$ cat src/dbsec_pkg.sv
// ----------------------------------------------------------------------------
// dbsec_pkg
// Shared types, constants and index helpers for the de Bruijn subset
// expansion cost block.
// ----------------------------------------------------------------------------
package dbsec_pkg;

	// graph size is fixed by the 64-bit mask field
	localparam int KMER_BITS = 6;
	localparam int NODES     = 1 << KMER_BITS;
	localparam int IDX_W     = KMER_BITS;
	localparam int MASK_W    = 64;
	localparam int FCOST_W   = 40;
	localparam int CFG_W     = 40;
	localparam int CFG_IDX_W = 2;
	localparam int GRP       = 8;

	localparam int DEF_MAX_WINDOW = 24;
	localparam int DEF_COST_BITS  = 40;

	// configuration register indexes
	localparam logic [CFG_IDX_W-1:0] REG_KMER_LEN    = 2'd0;
	localparam logic [CFG_IDX_W-1:0] REG_WINDOW_LEN  = 2'd1;
	localparam logic [CFG_IDX_W-1:0] REG_COST_BUDGET = 2'd2;

	typedef struct packed {
		logic [FCOST_W-1:0] current_cost;
		logic [MASK_W-1:0]  subset_mask;
	} in_item_t;

	typedef struct packed {
		logic [IDX_W-1:0]   added_kmer;
		logic [FCOST_W-1:0] new_cost;
		logic               within_budget;
		logic               adds_walks;
		logic               no_candidate;
		logic               could_be_final;
		logic               last;
	} out_item_t;

	// classified item between front and back
	typedef struct packed {
		logic [FCOST_W-1:0] cost;
		logic [MASK_W-1:0]  pend;   // k-mers still to try
		logic               full;
	} job_t;

	typedef struct packed {
		logic load;
		logic step;
		logic backward;
	} walk_ctl_t;

	// k clamped to 1..KMER_BITS
	function automatic logic [2:0] eff_kmer(input logic [2:0] k);
		logic [2:0] r;
		r = k;
		if (k == 3'd0)
			r = 3'd1;
		else if ({29'd0, k} > KMER_BITS)
			r = 3'(KMER_BITS);
		return r;
	endfunction

	function automatic logic [MASK_W-1:0] node_mask(input logic [2:0] kk);
		logic [6:0] n;
		n = 7'd1 << kk;
		return (64'd1 << n) - 64'd1;
	endfunction

	function automatic logic [IDX_W-1:0] succ_idx(input int v, input int k);
		return IDX_W'((v << 1) & ((1 << k) - 1));
	endfunction

	function automatic logic [IDX_W-1:0] pred_idx(input int v, input int k);
		return IDX_W'((v >> 1) | (1 << (k - 1)));
	endfunction

endpackage

$ cat src/dbsec_front.sv
// ----------------------------------------------------------------------------
// dbsec_front
// Accepts items, limits the mask to the graph, flags full subsets and
// queues the result in a two-entry queue for the back end.
// ----------------------------------------------------------------------------
module dbsec_front (
	input  logic               clk,
	input  logic               arst_n,
	input  logic [2:0]         kk,
	input  logic               item_valid,
	output logic               item_stall,
	input  dbsec_pkg::in_item_t item_data,
	output logic               job_valid,
	output dbsec_pkg::job_t    job,
	input  logic               job_take
);

	dbsec_pkg::job_t ent_q [2];
	logic            wr_ptr_q;
	logic            rd_ptr_q;
	logic [1:0]      cnt_q;
	dbsec_pkg::job_t new_job;
	logic            push;
	logic            pop;

	always_comb begin
		new_job.cost = item_data.current_cost;
		new_job.pend = ~item_data.subset_mask & dbsec_pkg::node_mask(kk);
		new_job.full = (new_job.pend == '0);
	end

	assign item_stall = (cnt_q == 2'd2);
	assign push       = item_valid && !item_stall;
	assign job_valid  = (cnt_q != 2'd0);
	assign pop        = job_valid && job_take;
	assign job        = ent_q[rd_ptr_q];

	always_ff @(posedge clk or negedge arst_n) begin
		if (!arst_n) begin
			wr_ptr_q <= 1'b0;
			rd_ptr_q <= 1'b0;
			cnt_q    <= 2'd0;
		end else begin
			if (push)
				wr_ptr_q <= ~wr_ptr_q;
			if (pop)
				rd_ptr_q <= ~rd_ptr_q;
			cnt_q <= cnt_q + {1'b0, push} - {1'b0, pop};
		end
	end

	always_ff @(posedge clk) begin
		if (push)
			ent_q[wr_ptr_q] <= new_job;
	end

endmodule

$ cat config.mk
export PLATFORM = sky130hd
export DESIGN_NAME = dbsec_front
export DESIGN_NICKNAME = d
export VERILOG_FILES = /design/src/dbsec_pkg.sv /design/src/dbsec_front.sv
export SDC_FILE = /design/constraint.sdc
export NUM_CORES = 1
export LEC_CHECK = 0
export BUFFER_PORTS_ARGS = -buffer_cell sky130_fd_sc_hd__buf_2
export CAP_MARGIN = 20
export CORE_MARGIN = 3
export CORE_UTILIZATION = 35
export DETAILED_ROUTE_END_ITERATION = 8
export PLACE_DENSITY_LB_ADDON = 0.15
export SYNTH_ARGS = -nofsm -noshare
export SYNTH_HDL_FRONTEND = slang
export SYNTH_SLANG_ARGS = --single-unit
$ cat constraint.sdc
create_clock -name clk -period 5.9 [get_ports clk]
set_input_delay 1.18 -clock clk [delete_from_list [all_inputs] [get_ports clk]]
set_output_delay 1.18 -clock clk [all_outputs]
set_load 0.02 [all_outputs]
==> results.cfg, run 1 <==
[sta]
worst_slew_pin_slew_ns = 0.937
fin_worst_skew_ns = 0.00720
slew_violations = 0
report.final.setup_viol = 0
relSlewSlack_pct = 36.7
finalHoldViolCount = 0
finalCritPeriodShare_pct = 67.7
fin_crit_ns = 3.99
grt_setup_unrepaired = false
max_freq_mhz = 251
timing.hold.ws_ns = 0.466
fin_setup_tns_ns = 0

[placed_design]
finalWeightedCongestion = 0.820
place_hpwl_um = 15400
io_buffers = 217

[cts]
cts_setup_buffers = 0
numCtsBuffers = 24
post_cts_resized = 0
cts-root-buf = clkbuf_16
clockBufferDepth = 3
clk_pin_slew_ns = 0.06
h-tree-depth = 1
hold_buffers = 0
cts_tree = yes
insertion_delay_ns = 0.51
clkSinkCount = 214

[drt]
drt-pass1-iter-count = 5
dr.first_iter.drc_count = 268
wl_per_cell_um = 19.8
ant_nets = 0
route.vias.total = 5464
drt_wl_total_um = 22200
drc = 0
via_per_inst = 4.87

[floorplanning]
die_area_mm2 = 0.0277
fp-row-count = 58
core_area_mm2 = 0.0253
initial_core_util_pct = 35.6
die_w_um = 166
die_h_um = 166
io-pin-count = 218

[critical_path]
crit_arrival_ns = 2.81
cp_cell_sequence = buf_4 -> mux2_2 -> buf_2
end_kind = output port
worst-setup-path-type = register to output port
path_max_fanout = 57
cp_slowest_cell = dfrtp_4
startpoint_type = register
cp_data_required_time_ns = 4.72
max_stage_delay_ns = 0.94

[logic_synthesis]
synthesis.nets = 671
synth_top_area_share_pct = 70.1
yosysSeqAreaShare_pct = 71.2
synth_largest_area_cell = edfxtp_1
synth.avg_cell_area_um2 = 16.4
syn_area_mm2 = 0.00900
ys.flop_type = edfxtp_1
synth-edff-count = 210
yosysWarningCount = 0
synth.area.top_cells = edfxtp_1 70%, mux2_2 13%, nor2_1 2.3%
synth_seq_cells = 214
syn_inst = 549
synth_cell_types = 54
synthArstFlopShare_pct = 1.87

[finish]
syn_to_final_growth_pct = 26.1
final_cell_mix = 217 x buf_2, 210 x edfxtp_1, 105 x mux2_2
final_common_cell = buf_2
fillers = 2302
nets = 895
drive_above_1_share_pct = 47.7
fin_util_pct = 44.9

[global_route]
grt_use_total_pct = 15.3
gr-usage-met3_pct = 3.78
grt.met1_usage_pct = 19.8
use_met2_pct = 26.1
grt_pass1_vias = 5705
top_usage_layer = met2
antenna_found_initial = 1
grt_pass1_wl_um = 33300
grt_max_degree = 83
grt-ovfl-total = 0

[pwr]
p_total_uw = 5640
leakagePower_uw = 0.00432
vdd_drop_max_mv = 0.303
power_density_mw_per_mm2 = 497

[status]
run_status = completed

[min_path]
hold_class = primary input to asynchronous set/reset pin

[flow_run]
drv_cap = 0
-- worst max-delay path, delay by kind of cell (launching register included) --
kind,cells,cell delay (ns)
buf+inv,2,0.82
flops,1,0.94
mux,1,0.42
-- where the power goes --
group	switching [uW]	internal [uW]	total [uW]
Combinational	1080	685	1760
Clock	571	1060	1630
Sequential	152	2100	2250
-- area by class of cell --
cell class	instances	area (um2)	share of cell area, %
diodes	1	2.50	0.0220
clock buffers	31	627	5.52
flip-flops and latches	214	6410	56.5
repair buffers	221	1150	10.1
inverters	12	45.0	0.397
multi-input cells	300	2450	21.6
clock inverters	13	251	2.22
well taps	330	413	3.64
-- state kept, by name, indices dropped and copies added, names as in the netlist --
name      cells
cnt_q         2
wr_ptr_q      1
ent_q       210
rd_ptr_q      1
-- through the flow --
stage / cell area (um2) / std cells / setup slack (ns)
5_1_grt: 11300 / 1122 / 1.71
3_5_place_dp: 10400 / 1076 / 1.71
2_1_floorplan: 9000 / 549 / 1.46
6_report: 11300 / 1122 / 1.91
4_1_cts: 11300 / 1120 / 1.82
3_3_place_gp: 10400 / 1076 / 1.81
-- cell families (layout without fill, tap and decap cells) --
logic type	count (synthesis)	count (layout)	share of synthesized area (%)
buf+inv	35	277	1.72
other cells	0	1	0
simple gates	127	127	7.51
fa+ha+maj	11	11	1.53
flops	214	214	71.2
xor+xnor	5	5	0.486
mux	105	105	13.1
compound gates	52	52	4.45
-- layer usage --
metal | part of all wire [%] | vias up
met2 | 50 | 186
met4 | 2.1 | 0
met1 | 42 | 2687
met3 | 6.5 | 27
li1 | - | 2564
met5 | 0 | -
-- synthesized netlist by cell type (3+ instances only) --
cell / n
a211oi_1: 5
a21o_1: 7
a21oi_1: 8
a31oi_1: 5
and2_1: 6
and4_1: 3
buf_2: 7
clkbuf_1: 13
dfrtp_1: 4
edfxtp_1: 210
ha_1: 11
inv_1: 12
mux2_2: 105
nand2_1: 8
nand2b_1: 7
nand4_1: 3
nor2_1: 56
nor2b_1: 6
nor3_1: 11
nor4_1: 7
nor4b_1: 3
o21ai_0: 6
or2_2: 3
xnor2_1: 4
-- path summary, 6_finish.rpt --
kind | depth (start not counted) | slack (ns) | to | start
min reg2reg | 1 | 0.50 | cnt_q[1] | cnt_q[1]
max reg2reg | 4 | 3.69 | ent_q[0][88] | cnt_q[1]
min in group clk | 1 | 0.50 | cnt_q[1] | cnt_q[1]
max | 3 | 1.91 | job[95] | rd_ptr_q
max in group asynchronous | 1 | 5.30 | rd_ptr_q | arst_n
min | 1 | 0.47 | cnt_q[1] | arst_n
No activity file was read; power rests on OpenSTA's default activity.
==> run 2: changes to the inputs <==
- clock period: 5.9 -> 3.8 ns (I/O delays scaled with it)
==> run 2 against run 1 <==
Against the previous run:
- clock power rose by 35%
- register-to-register slack got worse by 1.8 ns
- first-iteration DRC count rose by 57%
- final area did not move
- critical path type unchanged
- critical endpoint is now job[96]
==> results.cfg, run 2 (synthesis gave the netlist of run 1 again) <==
[status]
run_status = completed

[critical_path]
cp_data_required_time_ns = 3.04
end_kind = output port
cp_slowest_cell = dfrtp_4
max_stage_delay_ns = 0.85
reg2reg_slack_ns = 1.89
path_max_fanout = 47
critPathTopFamily = flip-flops
worst-setup-path-type = register to output port
worst-path-buf-inv = 2
startpoint_type = register
crit_arrival_ns = 2.33
cp_cell_sequence = buf_12 -> mux2_2 -> buf_2

[sta]
fin_crit_ns = 3.09
relSlewSlack_pct = 38.8
finalCritPeriodShare_pct = 81.3
grt_setup_unrepaired = false
report.final.setup_viol = 0
slew_violations = 0
worst_slew_pin_slew_ns = 0.918
finalHoldViolCount = 0
fin_worst_skew_ns = 0.00803
max_freq_mhz = 324
fin_setup_tns_ns = 0

[drt]
drt_wl_total_um = 22600
dr_wl_met3_um = 1510
drc = 0
drt-pass1-iter-count = 4
ant_nets = 0
dr.first_iter.drc_count = 422
met2_length_um = 10600
via_per_inst = 4.93
top_layer_used = met4
route.vias.total = 5621
met1_length_um = 9870
wl_per_cell_um = 19.8

[cts]
insertion_delay_ns = 0.52
clockBufferDepth = 3
post_cts_resized = 0
h-tree-depth = 1
clkSinkCount = 214
hold_buffers = 0
cts_tree = yes
numCtsBuffers = 25
cts-root-buf = clkbuf_16
clk_pin_slew_ns = 0.05
cts_setup_buffers = 0

[pwr]
vdd_drop_max_mv = 0.370
leakagePower_uw = 0.00435
power_density_mw_per_mm2 = 747

[finish]
syn_to_final_growth_pct = 26.1
final_common_cell = buf_2
final_cell_mix = 217 x buf_2, 210 x edfxtp_1, 105 x mux2_2
drive_above_1_share_pct = 48.8
fin_util_pct = 44.9
fillers = 2315
top_register = ent_q
top_regs = ent_q x210, cnt_q x2
nets = 913
largest_reg_flops = 210

[floorplanning]
die_h_um = 166
die_w_um = 166
die_area_mm2 = 0.0277
core_area_mm2 = 0.0253
fp-row-count = 58
initial_core_util_pct = 35.6
io-pin-count = 218

[placed_design]
io_buffers = 217
finalWeightedCongestion = 0.852
place_hpwl_um = 16300

[min_path]
hold_class = primary input to asynchronous set/reset pin

[global_route]
grt_max_degree = 65
grt_use_total_pct = 15.8
grt-ovfl-total = 0
grt_pass1_wl_um = 34300
grt_pass1_vias = 5876
antenna_found_initial = 1

[flow_run]
drv_cap = 0
==> run 2: worst paths after layout <==
path | startpoint | end | cells past startpoint
min in group clk | item_data[102] | ent_q[0][103] | 1
max reg2reg | cnt_q[1] | ent_q[0][3] | 4
min | arst_n | cnt_q[1] | 1
min reg2reg | cnt_q[0] | cnt_q[0] | 1
max | rd_ptr_q | job[96] | 3
max in group asynchronous | arst_n | rd_ptr_q | 1
==> run 2: layout make-up <==
class | count | area [um2] | area share (%)
multi-input combinational | 300 | 2450 | 21.6
sequential | 214 | 6410 | 56.5
timing repair buffer | 238 | 1270 | 11.2
inverter | 12 | 45.0 | 0.397
tap | 330 | 413 | 3.64
clock buffer | 35 | 673 | 5.93
clock inverter | 11 | 85.1 | 0.750
antenna | 1 | 2.50 | 0.0220
==> run 2: stage by stage <==
| stage | total power [uW] | instance area [um2] | setup slack, ns | hold slack (ns) | instances |
|---|---|---|---|---|---|
| detailed placement | 6390 | 10600 | 0.423 | 0.504 | 1094 |
| CTS | 8630 | 11300 | 0.640 | 0.0137 | 1140 |
| global placement | 6340 | 10600 | 0.437 | 0.474 | 1094 |
| floorplan | 5360 | 9010 | 0.0982 | 0.460 | 549 |
| global route | 8930 | 11300 | 0.582 | 0.0222 | 1141 |
| finish | 8480 | 11300 | 0.712 | 0.0414 | 1141 |
==> run 2: metal layers <==
layer  track usage, %  vias up
li1                 -     2608
met1             21.4     2767
met2             25.8      209
met3             3.45       37
met4             4.91        0
met5                0        -
==> run 2: power by group <==
group          switching, uW  internal, uW
combinational           1720          1090
sequential               218          3260
clock                    896          1300
total                   2830          5650
==> run 3: changes to the inputs <==
- clock period: 3.8 -> 2.6 ns (I/O delays scaled with it)
==> run 3 against run 2 <==
Against the previous run:
- routed wire length shrank 0.59%
- core utilization grew 1.5 points
- largest cell class unchanged
- combinational power grew 55%
- non-clock buffer count grew 49
- final cell count grew 3.9%
- register-to-register slack lost 1.1 ns
- critical path depth is the same
- hold slack gained 0.16 ns
- clock power grew 40%
- sequential power grew 42%
==> results.cfg, run 3 (synthesis gave the netlist of run 1 again) <==
[status]
run_status = completed

[cts]
numCtsBuffers = 23
clk_pin_slew_ns = 0.06
h-tree-depth = 1
post_cts_resized = 0
clkSinkCount = 214
cts_tree = yes
cts_setup_buffers = 0
clockBufferDepth = 3
insertion_delay_ns = 0.50
hold_buffers = 1
cts-root-buf = clkbuf_16

[floorplanning]
die_area_mm2 = 0.0277
initial_core_util_pct = 35.6
io-pin-count = 218
die_h_um = 166
core_area_mm2 = 0.0253
fp-row-count = 58
die_w_um = 166

[min_path]
hold_path.startpoint = item_data[100]
hold_class = primary input to register
hold_end = ent_q[1][101]
min_path_cells = 1

[flow_run]
drv_cap = 0

[global_route]
use_met2_pct = 25.9
grt_pass1_vias = 6042
grt.met1_usage_pct = 20.9
grt_use_total_pct = 15.6
top_usage_layer = met2
grt-ovfl-total = 0
gr-usage-met3_pct = 3.52
grt_pass1_wl_um = 34000
antenna_found_initial = 0
grt_max_degree = 67

[placed_design]
dp_cells = 1142
place_area_mm2 = 0.0110
place_hpwl_um = 16400
finalWeightedCongestion = 0.869
io_buffers = 217

[finish]
register_area_mm2 = 0.00641
top_register = ent_q
final_area_mm2 = 0.0117
multi_input_area_mm2 = 0.00247
final_cell_mix = 217 x buf_2, 210 x edfxtp_1, 105 x mux2_2
syn_to_final_growth_pct = 30.4
final_cells = 1185
final_common_cell = buf_2
diodes = 0
top_regs = ent_q x210, cnt_q x2
nets = 960
largest_reg_flops = 210
fillers = 2303
drive_above_1_share_pct = 51.8

[critical_path]
cp_data_required_time_ns = 2.08
reg2reg_slack_ns = 0.83
reg2reg_from = cnt_q[1]
end_kind = output port
startpoint = rd_ptr_q
startpoint_type = register
r2r_end = cnt_q[1]
r2r_cells = 7
worst-setup-path-type = register to output port
path_max_fanout = 65
crit_arrival_ns = 1.89

[sta]
report.final.setup_viol = 0
grt_setup_unrepaired = false
max_freq_mhz = 415
finalHoldViolCount = 0
worst_slew_pin_slew_ns = 0.634
slew_violations = 0
fin_setup_tns_ns = 0
fin_worst_skew_ns = 0.0211
finalCritPeriodShare_pct = 92.6
fin_crit_ns = 2.41
relSlewSlack_pct = 57.2

[drt]
route.vias.total = 5712
drt_wl_total_um = 22500
wl_per_cell_um = 19.0
dr.first_iter.drc_count = 334
via_per_inst = 4.82
ant_nets = 0
drc = 0
drt-pass1-iter-count = 5

[pwr]
vdd_drop_max_mv = 0.586
leakagePower_uw = 0.00458
p_total_uw = 12400
power_density_mw_per_mm2 = 1050
-- run 3: worst max-delay path by stage --
stage                        endpoint  cells past startpoint
after floorplan           ent_q[0][0]                     11
after global placement    ent_q[0][0]                     10
after detailed placement  ent_q[1][0]                     11
after CTS                      job[8]                      3
after global routing           job[8]                      3
final                          job[8]                      3
-- run 3: power by group --
part | internal [uW] | switching (uW) | leakage (uW) | total [uW]
combinational | 1700 | 2650 | 0.00221 | 4350
clock | 1840 | 1250 | 0.000347 | 3080
sequential | 4760 | 173 | 0.00203 | 4930
-- run 3: critical path, cell delays in order, from the launching register on --
cell and delay [ns]:
dfrtp_4 0.44, buf_12 0.30, mux2_2 0.39, buf_2 0.16
-- run 3: layout make-up --
class                      instances  share of cell area [%]
clock buffer                      30                    5.13
clock inverter                    12                    1.01
inverter                          12                   0.384
multi-input combinational        300                    21.0
sequential                       214                    54.6
tap                              330                    3.52
timing repair buffer             287                    14.3
-- run 3: per-stage QoR --
step | hold WS [ns] | util [%] | setup slack, ns
after floorplan | 0.224 | - | 0.00665
after global placement | 0.329 | 43.6 | -0.0686
after detailed placement | 0.332 | 43.6 | -0.0937
after CTS | 0.181 | 46.5 | 0.158
after global routing | 0.181 | 46.5 | 0.109
final | 0.204 | 46.5 | 0.192
-- run 3: routing by layer --
metal	vias up	part of all wire, %
li1	2702	-
met1	2791	44
met2	194	48
met3	25	6.3
met4	0	1.7
met5	-	0
